==> config.mk <==
export PLATFORM = sky130hd
export DESIGN_NAME = rmq_queue
export DESIGN_NICKNAME = d
export VERILOG_FILES = /design/src/hw/rtl/rmq_pkg.sv /design/src/hw/rtl/rmq_queue.sv
export SDC_FILE = /design/constraint.sdc
export NUM_CORES = 1
export LEC_CHECK = 0
export BUFFER_PORTS_ARGS = -buffer_cell sky130_fd_sc_hd__buf_2
export CAP_MARGIN = 20
export CORE_MARGIN = 5
export CORE_UTILIZATION = 53
export DETAILED_ROUTE_END_ITERATION = 10
export PLACE_DENSITY = 0.81
export SYNTH_ARGS = -nofsm -noshare
export SYNTH_HDL_FRONTEND = slang
export SYNTH_SLANG_ARGS = --single-unit
==> constraint.sdc <==
create_clock -name i_clk -period 3.1 [get_ports i_clk]
set_input_delay 0.31 -clock i_clk [delete_from_list [all_inputs] [get_ports i_clk]]
set_output_delay 0.31 -clock i_clk [all_outputs]
set_load 0.01 [all_outputs]
==> src/hw/rtl/rmq_pkg.sv <==
// Shared types and constants for the rotation-matrix-to-quaternion block.
// No dependencies.
`default_nettype none
package rmq_pkg;
    localparam int WORD_BITS_DEF = 16;

    typedef enum logic [1:0] {
        COMP_W = 2'd0,
        COMP_X = 2'd1,
        COMP_Y = 2'd2,
        COMP_Z = 2'd3
    } t_comp;

    typedef struct packed {
        logic  degen;
        t_comp best;
    } t_ctrl;

    localparam int CTRL_BITS = $bits(t_ctrl);
endpackage
`default_nettype wire

==> src/hw/rtl/rmq_queue.sv <==
// Two-entry queue between front and back ends. Uses rmq_pkg.
`default_nettype none
module rmq_queue #(
    parameter int DATA_BITS = 8
) (
    input  wire logic                 i_clk,
    input  wire logic                 i_rst_n,
    input  wire logic                 i_push,
    input  wire rmq_pkg::t_ctrl       i_ctrl,
    input  wire logic [DATA_BITS-1:0] i_data,
    output logic                      o_full,
    output logic                      o_valid,
    output rmq_pkg::t_ctrl            o_ctrl,
    output logic [DATA_BITS-1:0]      o_data,
    input  wire logic                 i_pop
);
    import rmq_pkg::*;

    localparam int EB = DATA_BITS + CTRL_BITS;

    logic [EB-1:0] r_mem [0:1];
    logic          r_wr, r_rd;
    logic [1:0]    r_cnt, n_cnt;
    logic          do_push, do_pop;

    assign o_full  = (r_cnt == 2'd2);
    assign o_valid = (r_cnt != 2'd0);
    assign do_push = i_push && !o_full;
    assign do_pop  = i_pop && o_valid;
    assign {o_ctrl, o_data} = r_mem[r_rd];

    always_comb begin
        n_cnt = r_cnt;
        if (do_push && !do_pop) n_cnt = r_cnt + 2'd1;
        if (!do_push && do_pop) n_cnt = r_cnt - 2'd1;
    end

    always_ff @(posedge i_clk) begin
        if (!i_rst_n) begin
            r_wr  <= 1'b0;
            r_rd  <= 1'b0;
            r_cnt <= 2'd0;
        end else begin
            r_cnt <= n_cnt;
            if (do_push) r_wr <= !r_wr;
            if (do_pop)  r_rd <= !r_rd;
        end
    end

    always_ff @(posedge i_clk) begin
        if (do_push) r_mem[r_wr] <= {i_ctrl, i_data};
    end
endmodule
`default_nettype wire

# Word level (Yosys, flattened, before mapping)
# Memories as Yosys holds them, arrays and structs flattened. A register that Yosys moved wholly into a read port is not among the register bits.
# Index checks and enable logic that the tools add are counted.
word_totals:
  wordCells: 24
  ram_bits: 22
  regBits: 4
  in_bits: 15
  output_inout_bits: 13
  mem_count: 1
classes:
  n_reduce_logical: 11
  n_eq_ne: 1
  muxes: 6
  addsub: 2
mem_list:
  columns: ["name", "depth", "width", "rd", "rd_ports_with_merged_regs", "write_ports", "line", "rtl"]
  rows:
  - ["r_mem", 2, 11, 1, 1, 1, "rmq_queue.sv:21", "logic [EB-1:0] r_mem [0:1];"]
op_table:
  columns: ["cell", "n"]
  rows:
  - ["1-bit zero test", 5]
  - ["1-bit logical AND", 4]
  - ["1-bit 2-to-1 mux", 4]
  - ["2-bit 2-to-1 mux", 2]
  - ["2-bit nonzero test", 2]
  - ["2-bit by 1-bit adder with 2-bit output (second input constant)", 1]
  - ["2-bit equality test (second input constant)", 1]
  - ["2-bit by 1-bit subtractor with 2-bit output (second input constant)", 1]

# Logic depth before layout (Yosys ltp)
logic_depth:
  word_depth: 6
  ltp_mapped: 6
  ltp_nobuf: 6

# Worst setup path before layout
# Ideal clock, no wire load.
synth_timing:
  kind: "reg2reg"
  start: "register r_cnt[0]"
  end: "memory r_mem[0][0] (netlist name) (enable)"
  arrival_time_ns: 1.148
  period_less_slack_ns: 1.487
  n_path_buf: 0
  setup_time_ns: 0.339
  path_slack_ns: 1.613
  stages_incl_launch_ff: 5
  path_cell_list: "dfxtp_1 > nand2b_2 > inv_2 > or3_1 > inv_1"
synth_via:
  elab_chain_cells: 5
synth_lines:
  columns: ["item", "line", "rtl"]
  rows:
  - ["from (decl)", "rmq_queue.sv:23", "logic [1:0] r_cnt, n_cnt;"]
  - ["from (signal assigned)", "rmq_queue.sv:44", "r_cnt <= n_cnt;"]
  - ["2-bit equality test", "rmq_queue.sv:26", "assign o_full = (r_cnt == 2'd2);"]
  - ["net o_full", "rmq_queue.sv:11", "output logic o_full,"]
  - ["1-bit zero test", "rmq_queue.sv:28", "assign do_push = i_push && !o_full;"]
  - ["1-bit logical AND", "rmq_queue.sv:28", null]
  - ["1-bit 2-to-1 mux", "rmq_queue.sv:51", "if (do_push) r_mem[r_wr] <= {i_ctrl, i_data};"]
  - ["1-bit 2-to-1 mux (not written as such)", "rmq_queue.sv:51", null]
  - ["to (decl)", "rmq_queue.sv:21", null]
# The timed path passes the listed nets, and every way through them passes these cells.

==> flow_metrics.tcl <==
set metrics [dict create \
    status "completed" \
    crit_family "flip-flops" \
    postRouteAntennaNets 0 \
    diodes 0 \
    numCtsBuffers 3 \
    cp-end-kind "output pin" \
    path_buf_inv 1 \
    critPathMaxStageDelay_ns 0.64 \
    rsz0062_at_grt "no" \
    via_per_inst 4.79 \
    yosys.cell_types.count 18 \
    die_h_um 54.1 \
    clk_pin_slew_ns 0.12 \
    io_pins 28 \
    synth_cells 60 \
    rrSetupSlack_ns 1.46 \
    dpl.hpwl_mm 1.14 \
    grt_pass1_vias 576 \
    cts_sinks 27 \
    post_drt_wl_per_cell_um 13.0 \
    critPathRequiredTime_ns 2.79 \
    r2r_cells 4 \
    synth.avg_cell_area_um2 17.1 \
    critPathKind "reg2out" \
    final-setup-viol-count 0 \
    leakage_uw 0.000478 \
    clock_latency_ns 0.30 \
    drc 0 \
    drive_gt1_frac 0.489 \
    gp_congestion 0.658 \
    peakVddDrop_mv 0.471 \
    grt_first_pass_wirelength_mm 2.36 \
    finalCriticalPeriod_ns 1.78 \
    worst_slack_ns 1.32 \
    hold_buffers 0 \
    syn_to_final_growth_pct 18.5 \
    synth_seq_area_share 0.740 \
    initial_utilization 0.541 \
    row_count 16 \
    worstPathCellList "mux2_2 > buf_2" \
    post_dp_cell_area_um2 1190 \
    dieArea_um2 2920 \
    routed_wl_mm 1.52 \
    cts-root-buf "clkbuf_4" \
    syn_nets 76 \
    tns_ns 0 \
    vias 560 \
    synth_warnings 0 \
    critPathArrivalTime_ns 1.47 \
    fin_skew_ns 0.00129 \
    grt_overflow 0 \
    core_area_um2 1900 \
    htree_levels 1 \
    synth_seq_cells 27 \
    stdcell_count 117 \
    post_cts_resized 0 \
    post_cts_buffers 0 \
    slew_headroom 0.666 \
    syn-cell-area_um2 1030 \
    dpl_worst_slack_ns 1.44 \
    worstHoldPathType "in2reg" \
    grt_max_degree 15 \
    post-route-period-util 0.575 \
    drv_slew 0 \
    numPortBuffers 27 \
    first_iter_violations 1 \
    critical_path.max_fanout 11 \
    finalNetCount 107 \
    fmax_mhz 561 \
    grtUsageTotal 0.118 \
    numPlacedInstances 113 \
    cts_tree "yes" \
    worst_slew_pin_slew_ns 0.501 \
    hold_depth 1 \
    fin_area_um2 1220 \
    antenna_found_initial 0 \
    cap_violations 0 \
    first_pass_iters 2 \
    finalHoldViolCount 0 \
    timing.critical_path.depth 2 \
    fp.dieW_um 54.1 \
    power_density_nw_per_um2 774 \
    clockBufferDepth 2 \
    p_total_uw 943 \
    crit_path_top_delay_cell "dfxtp_1" \
    startpoint_type "flip-flop" \
]
-- cells by family after synthesis --
family,synth area share
adders and majority gates,0.0122
xor gates and xnor gates,0.0256
muxes,0.120
AOI/OAI and AO/OA,0.0316
buffers and inverters,0.0158
DFF,0.740
and+or+nand+nor,0.0548
-- Yosys cell counts --
library cell | n | area (um^2)
edfxtp_1 | 22 | 661
mux2_2 | 11 | 124
dfxtp_1 | 5 | 100
xnor2_1 | 3 | 26.3
a21boi_1 | 2 | 15.0
inv_1 | 2 | 7.51
nor2b_1 | 2 | 12.5
o21ai_0 | 2 | 10.0
or3_1 | 2 | 12.5
and2_1 | 1 | 6.26
and3_1 | 1 | 6.26
buf_2 | 1 | 5.00
ha_1 | 1 | 12.5
inv_2 | 1 | 3.75
nand2_1 | 1 | 3.75
nand2b_2 | 1 | 8.76
o21a_1 | 1 | 7.51
or2_2 | 1 | 6.26
-- area by class of cell --
type,count,area (um^2)
fill,148,683
clock buffer,4,26.3
tap,27,33.8
sequential,27,761
inverter,3,11.3
multi-input combinational,29,251
timing repair buffer,27,135
-- metal layers --
layer	vias up	global-route usage	routed length [um]
li1	279	-	-
met2	15	0.214	802
met5	-	0	0
met1	264	0.123	596
met4	0	0.0622	10
met3	2	0.0305	108
-- worst reg2reg max path, cell delays in order, from the launching register on --
cell and delay, ns:
dfxtp_1 0.43, nand2b_2 0.18, inv_2 0.04, or3_1 0.32
inv_1 0.34
-- power breakdown --
group	internal, uW	switching [uW]
Combinational	159	135
Sequential	464	47.2
Clock	50.1	87.3
Total	673	270
-- through the flow --
step	util	hold WS [ns]
4_1_cts	0.641	0.170
3_3_place_gp	0.627	0.472
2_1_floorplan	-	0.409
6_report	0.641	0.185
3_5_place_dp	0.627	0.498
5_1_grt	0.641	0.158
-- final timing paths --
path	end	startpoint
setup / recovery	o_data[5]	flip-flop
hold reg to reg	r_wr	r_wr
hold / removal	r_mem[0][1]	i_data[1]
setup reg to reg	r_mem[0][10]	r_cnt[0]
-- sequential cells by signal (all words and copies together) (netlist names), named ones only --
register  flops
r_cnt         2
r_mem        22
r_wr          1
r_rd          1
-- layout by cell type, fill, tap and decap left out --
master    netlist  layout
clkbuf_1        0       1
and2_1          1       1
clkbuf_4        0       3
o21a_1          1       1
or3_1           2       2
nor2b_1         2       2
or2_2           1       1
inv_2           1       1
inv_1           2       2
ha_1            1       1
nand2b_2        1       1
dfxtp_1         5       5
buf_2           1      27
a21boi_1        2       2
xnor2_1         3       3
and3_1          1       1
nand2_1         1       1
edfxtp_1       22      22
mux2_2         11      11
o21ai_0         2       2
Power figures use the tool's default switching activity.
