===== src/hw/rtl/rmq_pkg.sv =====
// Shared types and constants for the rotation-matrix-to-quaternion block.
// No dependencies.
`default_nettype none
package rmq_pkg;
    localparam int WORD_BITS_DEF = 16;

    typedef enum logic [1:0] {
        COMP_W = 2'd0,
        COMP_X = 2'd1,
        COMP_Y = 2'd2,
        COMP_Z = 2'd3
    } t_comp;

    typedef struct packed {
        logic  degen;
        t_comp best;
    } t_ctrl;

    localparam int CTRL_BITS = $bits(t_ctrl);
endpackage
`default_nettype wire


===== src/hw/rtl/rmq_front.sv =====
// Front end: forms the four estimates, picks the largest, builds the
// off-diagonal magnitudes and signs for the back end. Uses rmq_pkg.
`default_nettype none
module rmq_front #(
    parameter int WORD_BITS = rmq_pkg::WORD_BITS_DEF
) (
    input  wire logic [WORD_BITS-1:0]         i_r00,
    input  wire logic [WORD_BITS-1:0]         i_r01,
    input  wire logic [WORD_BITS-1:0]         i_r02,
    input  wire logic [WORD_BITS-1:0]         i_r10,
    input  wire logic [WORD_BITS-1:0]         i_r11,
    input  wire logic [WORD_BITS-1:0]         i_r12,
    input  wire logic [WORD_BITS-1:0]         i_r20,
    input  wire logic [WORD_BITS-1:0]         i_r21,
    input  wire logic [WORD_BITS-1:0]         i_r22,
    output rmq_pkg::t_ctrl                    o_ctrl,
    output logic [4*(WORD_BITS+1)+2:0]        o_data
);
    import rmq_pkg::*;

    localparam int W  = WORD_BITS;
    localparam int F  = W - 2;
    localparam int EW = W + 3;
    localparam int MB = W + 1;
    localparam logic signed [EW-1:0] ONE_E = {{(EW-1){1'b0}}, 1'b1} << F;

    logic signed [EW-1:0] e00, e11, e22, s0, s1, s2, s3, sb;
    logic signed [MB-1:0] da, db, dc, dd, de, df;
    logic signed [MB-1:0] d [0:2];
    logic [MB-1:0] mag [0:2];
    logic [2:0] neg;
    t_comp best;

    always_comb begin
        e00 = {{3{i_r00[W-1]}}, i_r00};
        e11 = {{3{i_r11[W-1]}}, i_r11};
        e22 = {{3{i_r22[W-1]}}, i_r22};
        s0 = ONE_E + e00 + e11 + e22;
        s1 = ONE_E + e00 - e11 - e22;
        s2 = ONE_E - e00 + e11 - e22;
        s3 = ONE_E - e00 - e11 + e22;
        best = COMP_W;
        sb = s0;
        if (s1 > sb) begin
            best = COMP_X;
            sb = s1;
        end
        if (s2 > sb) begin
            best = COMP_Y;
            sb = s2;
        end
        if (s3 > sb) begin
            best = COMP_Z;
            sb = s3;
        end
        da = {i_r21[W-1], i_r21} - {i_r12[W-1], i_r12};
        db = {i_r02[W-1], i_r02} - {i_r20[W-1], i_r20};
        dc = {i_r10[W-1], i_r10} - {i_r01[W-1], i_r01};
        dd = {i_r10[W-1], i_r10} + {i_r01[W-1], i_r01};
        de = {i_r02[W-1], i_r02} + {i_r20[W-1], i_r20};
        df = {i_r21[W-1], i_r21} + {i_r12[W-1], i_r12};
        case (best)
            COMP_W: begin
                d[0] = da; d[1] = db; d[2] = dc;
            end
            COMP_X: begin
                d[0] = da; d[1] = dd; d[2] = de;
            end
            COMP_Y: begin
                d[0] = db; d[1] = dd; d[2] = df;
            end
            default: begin
                d[0] = dc; d[1] = de; d[2] = df;
            end
        endcase
        for (int l = 0; l < 3; l++) begin
            neg[2-l] = d[l][MB-1];
            mag[l]   = d[l][MB-1] ? MB'(-d[l]) : MB'(d[l]);
        end
        o_ctrl.best  = best;
        o_ctrl.degen = sb[EW-1] || (sb == '0);
        o_data = {sb[MB-1:0], mag[0], mag[1], mag[2], neg};
    end
endmodule
`default_nettype wire


===== config.mk =====
export PLATFORM = sky130hd
export DESIGN_NAME = rmq_front
export DESIGN_NICKNAME = d
export VERILOG_FILES = /design/src/hw/rtl/rmq_pkg.sv /design/src/hw/rtl/rmq_front.sv
export SDC_FILE = /design/constraint.sdc
export NUM_CORES = 1
export LEC_CHECK = 0
export ABC_AREA = 0
export BUFFER_PORTS_ARGS = -buffer_cell sky130_fd_sc_hd__buf_2
export CORE_MARGIN = 2
export CORE_UTILIZATION = 45
export DETAILED_ROUTE_END_ITERATION = 7
export PLACE_DENSITY_LB_ADDON = 0.15
export SETUP_SLACK_MARGIN = 0.1
export SLEW_MARGIN = 20
export SYNTH_ARGS = -nofsm -noshare
export SYNTH_HDL_FRONTEND = slang
export SYNTH_SLANG_ARGS = --single-unit

===== constraint.sdc =====
create_clock -name vclk -period 32
set_input_delay 4.8 -clock vclk [all_inputs]
set_output_delay 4.8 -clock vclk [all_outputs]
set_load 0.1 [all_outputs]

; Word level (Yosys, flattened, before mapping)
; Cells that the tools add are included.
; W data, S select, Z words.
[classes]
add_sub_neg = 19
n_mul = 0
div = 0
n_lt_le_gt_ge = 3
eq_ne = 2
n_shift = 0
n_mux = 10
bitwise = 0
n_reduce_logical = 3
[ops]
columns = op, count
row1 = $pmux W51 S3, 1
row2 = $gt A19 B19 Y1, 3
row3 = $mux W19, 3
row4 = $add A16 B16 Y17, 3
row5 = $mux W17, 3
row6 = $neg A17 Y17, 3
row7 = $sub A16 B16 Y17, 3
row8 = $add A18 B16 Y19, 2
row9 = $sub A18 B16 Y19, 2
row10 = $add A17 B16 Y18, 2
row11 = $sub A17 B16 Y18, 2
row12 = $logic_not A19 Y1, 1
row13 = $add A16 B16 Y17 const A, 1
row14 = $sub A16 B16 Y17 const A, 1
row15 = $mux W2, 2
row16 = $eq A2 B1 Y1 const B, 1
row17 = $eq A2 B2 Y1 const B, 1
row18 = $logic_not A2 Y1, 1
row19 = $logic_or A1 B1 Y1, 1
row20 = $mux W1, 1
[word_totals]
reg_bits = 0
latch_bits = 0
ram_bits = 0
romBits = 0
in_bits = 144
elab_cells = 37
mem_count = 0

; Depth between registers and ports, before layout
; Gate-level depths: netlist of the first run.
[depth]
word_depth = 13
mapped_depth = 67

; Worst setup path after synthesis of the first run
; OpenSTA, ideal clock, no wires.
[synth_timing]
path_kind = input to output
start = in i_r00[2]
end = out o_ctrl[2] in the netlist's numbering
arrival_time_ns = 18.837
required_time_ns = 27.200
setup_slack_ns = 8.363
stages = 61
n_path_buf = 10
cell_sequence = fa_1 > ha_1 > a211oi_1 > o21bai_1 > a21oi_1 > nor2b_1 > o21a_1 > nor2_1 > o21ai_0 > a21oi_1 > xnor2_1 > inv_1 > ha_1 > o21a_1 > o21a_1 > o2111ai_1 > o21ai_0 > maj3_1 > [... 25 more ...] > nor2b_1 > o21a_1 > o21a_1 > o21a_1 > o21a_1 > o21ai_0 > a21oi_1 > o31ai_1 > a21oi_1 > o21a_1 > clkbuf_1 > clkbuf_1 > buf_2 > clkbuf_1 > nand2_1 > o21ai_0 > or3b_1 > o31ai_1
[synth_rtl]
columns = item, line_no
row1 = from (decl), rmq_front.sv:7  ; input wire logic [WORD_BITS-1:0] i_r00,
row2 = to (decl), rmq_front.sv:16  ; output rmq_pkg::t_ctrl o_ctrl,

; Worst setup path in the final report of the first run
[layout_timing]
start = in i_r00[2]
end = out o_data[19]
[layout_between]
elab_chain_cells = 13
word_cells_on_any_way = 24
classes_between = 11 x add/sub / 3 x order compare / 2 x eq/ne / 7 x mux / 1 x reduce/logical
[layout_rtl]
columns = item, line_no
row1 = $add A16 B16 Y17, "rmq_front.sv:38, rmq_front.sv:39"
row2 = $sub A17 B16 Y18 or $add A17 B16 Y18 (tied branches), "rmq_front.sv:39, rmq_front.sv:38"
row3 = $sub A18 B16 Y19 or $add A18 B16 Y19 (tied branches), "rmq_front.sv:39, rmq_front.sv:38"
row4 = $gt A19 B19 Y1, rmq_front.sv:44  ; if (s1 > sb) begin
row5 = $mux W19, rmq_front.sv:44
row6 = $gt A19 B19 Y1, rmq_front.sv:48  ; if (s2 > sb) begin
row7 = $mux W19, rmq_front.sv:48
row8 = $gt A19 B19 Y1, rmq_front.sv:52  ; if (s3 > sb) begin
row9 = $mux W2 *, rmq_front.sv:52
row10 = $eq A2 B2 Y1 (tied with other cells), rmq_front.sv:62  ; case (best)
row11 = $pmux W51 S3 *, rmq_front.sv:62
row12 = $neg A17 Y17, rmq_front.sv:78  ; mag[l] = d[l][MB-1] ? MB'(-d[l]) : MB'(d[l]);
row13 = $mux W17 *, rmq_front.sv:78
row14 = to (decl), rmq_front.sv:17  ; output logic [4*(WORD_BITS+1)+2:0] o_data
; Every way passes the cells marked *; elsewhere a longest branch is shown, timed or not.

==> flow_summary.json, run 1 <==
{
  "status": "finished clean",
  "die_h_microns": 176.3,
  "cts_resized": 0,
  "setup.worst_path.start_class": "primary input",
  "maxCapViolCount": 0,
  "clkbuf_count": 0,
  "fmax_ghz": 0.04372,
  "crit_fanout": 57,
  "cp_slowest_stage_delay_ps": 800,
  "tightest_slew_ps": 902.2,
  "fin_area_sq_um": 14830,
  "drtPass1Iterations": 5,
  "rsz0062_at_grt": "no",
  "via_per_inst": 5.677,
  "synth_cells": 1787,
  "dp_hpwl_mm": 38.04,
  "rows": 63,
  "setup_tns_ps": 0,
  "period_needed_ps": 22870,
  "drv_slew": 0,
  "ys_warn_count": 0,
  "required_ps": 27200,
  "synthesis.nets": 2236,
  "grt_usage_pct": 27.14,
  "netlist_area_sq_um": 13360,
  "postCtsSetupRepairBufs": 0,
  "avgRoutedWirePerCell_microns": 18.48,
  "dpl_cell_area_sq_um": 14820,
  "crit_slowest_cell": "nor2_2",
  "finalWirelength_mm": 43.60,
  "port_buffers": 218,
  "drc": 0,
  "syn_to_final_growth_pct": 10.99,
  "die_w_microns": 176.3,
  "hp-class": "in -> out",
  "drive_gt1_share_pct": 14.82,
  "critPathArrivalTime_ps": 18070,
  "critPathCaptureType": "primary output",
  "cts_hold_buf": 0,
  "grt_pass1_wl_mm": 67.34,
  "syn_area_per_cell_sq_um": 7.475,
  "yosys.area.top_type": "ha_1",
  "antenna_left": 0,
  "ys_seq_area_share_pct": 0,
  "drt_iter0_markers": 762,
  "setup_viol": 0,
  "start_util_pct": 45.43,
  "seq_cells": 0,
  "finalHoldViolCount": 0,
  "ff_latch_area_sq_um": 0,
  "synth_cell_types": 95,
  "synth.area.top_cells": "ha_1, fa_1, xnor2_1, inv_1, a21oi_1",
  "grt_overflow_total": 0,
  "die_area_sq_um": 31080,
  "fp.coreArea_sq_um": 29400,
  "antenna_found_initial": 0,
  "grt_max_degree": 58,
  "gp_congestion": 0.9719,
  "yosysTopAreaCellShare_pct": 21.54,
  "diodes": 0,
  "vias": 13400,
  "timing.final.crit_share_pct": 71.48,
  "timing.slew.headroom_pct": 39.79,
  "cp_common_cell": "a21oi_1",
  "worstSetupPathType": "in -> out",
  "grt_pass1_vias": 13100,
  "nNetsFinal": 2421,
  "num_io_pins": 218
}
[per-stage QoR]
| step | worst slack [ps] | std cells | utilization (%) | hold WS, ps |
|---|---|---|---|---|
| global route | 8206 | 2360 | 50.42 | 10470 |
| finish | 9126 | 2360 | 50.42 | 10430 |
| floorplan | 8363 | 1787 | - | 10240 |
| CTS | 9293 | 2360 | 50.41 | 10430 |
| detailed placement | 9325 | 2360 | 50.41 | 10420 |
| global placement | 9596 | 2360 | 50.40 | 10430 |
[path summary, 6_finish.rpt]
kind	slack [ps]	cells after the start	startpoint	endpoint
hold / removal	10430	5	i_r12[0]	o_data[3]
setup / recovery	9130	61	i_r00[2]	o_data[19]
[synthesized netlist by cell type, drive strengths merged (6+ instances only)]
library cell  count
mux2i            32
o21bai           30
a31oi            19
o221ai            9
nor4             15
mux2             10
a2111oi           7
xnor2           124
nand2           127
nand4            19
o41ai             6
xor2             63
o22ai             6
nand2b           22
o21a             25
or2              11
o311ai            7
fa               75
and3             12
clkbuf           22
nand3            22
ha              230
nor2            126
o21ai           123
or3              11
a21o             39
o211ai           22
a21oi           152
and2             11
o31ai            22
nor3             36
buf              18
nor2b            19
a211oi           11
a21boi           10
nor3b             6
nand3b            6
inv             212
[layout make-up]
| cell class | instances | area (sq um) |
|---|---|---|
| Timing Repair Buffer | 223 | 1129 |
| Inverter | 213 | 800.8 |
| Fill cell | 2988 | 14580 |
| Tap cell | 390 | 488.0 |
| Multi-Input combinational cell | 1534 | 12410 |
[cell usage in the layout, fill, tap and decap left out, types with 10 or more instances in the layout]
cell and instances:
nand3_1 22, and2_1 11, a211oi_1 10, o21ai_0 107, ha_1 230, mux2i_1 31
and3_1 12, o21bai_1 30, nand4_1 18, or2_2 11, nand2_1 126, nor2b_1 19
nand2b_1 22, o21ai_1 12, o21a_1 23, xor2_1 63, a21oi_1 150, a21boi_0 10
fa_1 75, o211ai_1 21, a21o_1 39, a31oi_1 19, nor4_1 12, xnor2_1 124
or3_1 11, nor3_1 34, buf_2 218, nor2_1 124, o31ai_1 18, inv_1 212
[per-layer routing]
layer / global-route usage (%) / part of all wire (%)
met2: 51.37 / 51
met5: 0 / 0
met4: 8.988 / 3.8
met1: 33.09 / 41
met3: 0.5599 / 4.1
[critical path: cells and delay by family]
family / cells / cell delay (ps)
and+or+nand+nor: 10 / 2030
xor gates and xnor gates: 1 / 160
adders and majority gates: 7 / 2240
muxes: 1 / 190
buffers and inverters: 7 / 1940
AOI/OAI and AO/OA: 35 / 6650
[cell families after synthesis]
logic type,count (synthesis),share of synthesized area [%]
buf+inv,253,7.343
fa+ha+maj,308,33.01
xor+xnor,187,12.26
compound gates,538,26.70
simple gates,459,17.42
mux,42,3.269
Power of run 1 is not shown: default switching activity piles up to over one toggle a cycle in this logic, so the estimate is an artifact.
==> inputs of run 2 (changes only) <==
Clock period 32 ns to 23.3 ns, I/O delays scaled along.
==> flow_summary.json, run 2 (synthesis results as in run 1) <==
{
  "status": "finished clean",
  "dp_hpwl_mm": 37.96,
  "gp_congestion": 0.9842,
  "wl_met1_mm": 17.67,
  "seq_cells": 0,
  "diodes": 0,
  "hp-start": "i_r12[0]",
  "tightest_slew_ps": 838.1,
  "die_area_sq_um": 31080,
  "antenna_left": 0,
  "critPathArrivalTime_ps": 16620,
  "cp_slowest_stage_delay_ps": 620,
  "timing.slew.headroom_pct": 43.54,
  "drc": 0,
  "syn_to_final_growth_pct": 11.04,
  "grt_usage_pct": 27.13,
  "worstSetupPathType": "in -> out",
  "clkbuf_count": 0,
  "place_inst": 2361,
  "setup_viol": 0,
  "finalWirelength_mm": 43.50,
  "fmax_ghz": 0.04971,
  "via_per_inst": 5.709,
  "start_util_pct": 45.43,
  "cp_common_cell": "o21a_1",
  "nNetsFinal": 2422,
  "fill_cells": 3038,
  "drive_gt1_share_pct": 14.87,
  "drtPass1Iterations": 5,
  "crit_fanout": 57,
  "hp-class": "in -> out",
  "port_buffers": 218,
  "grt_pass1_vias": 13210,
  "timing.final.crit_share_pct": 86.33,
  "top_layer": "met4",
  "avgRoutedWirePerCell_microns": 18.42,
  "rows": 63,
  "dr_wl_met2_mm": 21.53,
  "setup_tns_ps": 0,
  "num_io_pins": 218,
  "wl_met3_mm": 1.895,
  "vias": 13480,
  "layout_common_cells": "ha_1, buf_2, inv_1, a21oi_1, nand2_1",
  "final_common_cell": "ha_1",
  "grt_overflow_total": 0,
  "grt_pass1_wl_mm": 67.07,
  "finalHoldViolCount": 0,
  "antenna_found_initial": 0,
  "fin_cells": 2361,
  "fp.coreArea_sq_um": 29400,
  "postCtsSetupRepairBufs": 0,
  "crit_slowest_cell": "fa_1",
  "cts_resized": 0,
  "critPathCaptureType": "primary output",
  "cts_hold_buf": 0,
  "rsz0062_at_grt": "no",
  "period_needed_ps": 20120,
  "ff_latch_area_sq_um": 0,
  "drt_iter0_markers": 718,
  "die_h_microns": 176.3,
  "hold_path_end": "o_data[3]",
  "drv_slew": 0,
  "die_w_microns": 176.3,
  "required_ps": 19810,
  "setup.worst_path.start_class": "primary input",
  "hold_depth": 5,
  "grt_max_degree": 58,
  "maxCapViolCount": 0
}
[run 2: changes by cell type in the layout (fill, tap and decap cells not counted)]
cell	change
buf_4	+1
[run 2: worst max path at each step]
stage | from | to | slack (ps)
floorplan | i_r00[2] | o_ctrl[2] | 2270
global placement | i_r00[2] | o_data[17] | 3620
detailed placement | i_r00[2] | o_data[17] | 3300
CTS | i_r00[2] | o_data[17] | 3280
global route | i_r00[2] | o_data[19] | 2080
finish | i_r00[2] | o_data[17] | 3180
[run 2: per-stage QoR]
step                      utilization [%]  setup slack, ps  hold WS, ps  cell area, sq um
after CTS                           50.44             3277         7813             14830
after floorplan                         -             2273         7628             13360
after global routing                50.45             2079         7839             14830
final                               50.45             3185         7799             14830
after global placement              50.42             3617         7821             14830
after detailed placement            50.44             3297         7803             14830
[run 2: cell type report]
cell class / count / area [sq um] / area share, %
Inverter: 213 / 800.8 / 5.399
Multi-Input combinational cell: 1534 / 12410 / 83.65
Tap cell: 390 / 488.0 / 3.290
Timing Repair Buffer: 224 / 1136 / 7.659
[run 2: critical path, delay by kind of cell]
family / cells / cell delay [ps]
compound gates: 36 / 6560
xor+xnor: 2 / 320
fa+ha+maj: 7 / 2190
buf+inv: 7 / 1900
mux: 1 / 190
simple gates: 10 / 1880
[run 2: per-layer routing]
layer / vias up / global-route usage (%)
met4: 0 / 12.40
li1: 6664 / -
met5: - / 0
met2: 408 / 50.00
met3: 109 / 1.098
met1: 6299 / 32.51
Power of run 2 is left out for the same reason.
==> inputs of run 3 (changes only) <==
Settings changed: PLACE_DENSITY from default to 0.72, PLACE_DENSITY_LB_ADDON 0.15 to default.
==> flow_summary.json, run 3 (synthesis results as in run 1) <==
{
  "drtPass1Iterations": 6,
  "die_w_microns": 176.3,
  "drt_iter0_markers": 1022,
  "antenna_found_initial": 0,
  "drive_gt1_share_pct": 14.77,
  "via_per_inst": 5.817,
  "crit_fanout": 57,
  "crit_slowest_cell": "nor2_2",
  "cp-startpoint": "i_r00[2]",
  "avgRoutedWirePerCell_microns": 18.90,
  "gp_congestion": 0.9779,
  "rows": 63,
  "num_io_pins": 218,
  "setup_viol": 0,
  "cts_hold_buf": 0,
  "maxCapViolCount": 0,
  "grt_overflow_total": 0,
  "antenna_left": 0,
  "cp_slowest_stage_delay_ps": 800,
  "layout_common_cells": "ha_1, buf_2, inv_1, a21oi_1, nand2_1",
  "fp.coreArea_sq_um": 29400,
  "worstSetupPathType": "in -> out",
  "grt_max_degree": 58,
  "grtUsageMet1_pct": 36.67,
  "critPathCaptureType": "primary output",
  "rsz0062_at_grt": "no",
  "postCtsSetupRepairBufs": 0,
  "met3_usage_pct": 2.283,
  "timing.final.crit_share_pct": 87.74,
  "vias": 13730,
  "fill_cells": 2910,
  "required_ps": 19810,
  "finalHoldViolCount": 0,
  "die_area_sq_um": 31080,
  "met2_usage_pct": 46.76,
  "critPathArrivalTime_ps": 16950,
  "syn_to_final_growth_pct": 10.96,
  "dp_hpwl_mm": 38.87,
  "grt_usage_pct": 27.65,
  "cp-endpoint": "o_data[15]",
  "grt_pass1_vias": 13200,
  "clkbuf_count": 0,
  "setup_tns_ps": 0,
  "hp-class": "in -> out",
  "timing.slew.headroom_pct": 29.51,
  "setup.worst_path.start_class": "primary input",
  "cp_common_cell": "a21oi_1",
  "status": "finished clean",
  "grt_pass1_wl_mm": 68.44,
  "drv_slew": 0,
  "grt.busiest_layer": "met2",
  "nNetsFinal": 2421,
  "port_buffers": 218,
  "tightest_slew_ps": 1057,
  "cts_resized": 0,
  "start_util_pct": 45.43,
  "drc": 0,
  "period_needed_ps": 20440,
  "ff_latch_area_sq_um": 0,
  "fmax_ghz": 0.04892,
  "diodes": 0,
  "die_h_microns": 176.3,
  "final_common_cell": "ha_1",
  "finalWirelength_mm": 44.61,
  "seq_cells": 0
}
[run 3: cell count changes in the layout (fill, tap and decap cells not counted), sizes merged]
cell  delta
buf      -1
[run 3: worst min path at each step]
stage	start	end	slack, ps	depth (start not counted)
after floorplan	i_r12[0]	o_data[3]	7630	3
after global placement	i_r20[0]	o_data[20]	7830	5
after detailed placement	i_r20[0]	o_data[20]	7810	5
after CTS	i_r20[0]	o_data[20]	7820	5
after global routing	i_r20[0]	o_data[20]	7870	5
final	i_r20[0]	o_data[20]	7820	5
[run 3: stage by stage]
step	utilization (%)	hold WS, ps	instance area [sq um]	setup slack [ps]	cells
after floorplan	-	7628	13360	2273	1787
after global placement	50.40	7829	14820	3509	2360
after detailed placement	50.40	7812	14820	3129	2360
after CTS	50.40	7821	14820	3077	2360
after global routing	50.41	7873	14820	1794	2360
final	50.41	7819	14820	2857	2360
[run 3: layout make-up]
type | count | area [sq um] | share of cell area (%)
inverter | 213 | 800.8 | 5.403
multi-input combinational | 1534 | 12400 | 83.69
tap | 390 | 488.0 | 3.292
timing repair buffer | 223 | 1129 | 7.614
[run 3: critical path, delay by kind of cell]
| family | cells | cell delay [ps] |
|---|---|---|
| compound gates | 36 | 7150 |
| fa+ha+maj | 7 | 2180 |
| buf+inv | 7 | 1890 |
| xor+xnor | 2 | 320 |
| mux | 1 | 180 |
| simple gates | 8 | 1720 |
[run 3: routing by layer]
layer,part of all wire (%),wire length (microns)
met1,43,19240
met5,0,0
met4,4.6,2071
met2,46,20300
met3,6.7,2987
Power of run 3 is left out for the same reason.
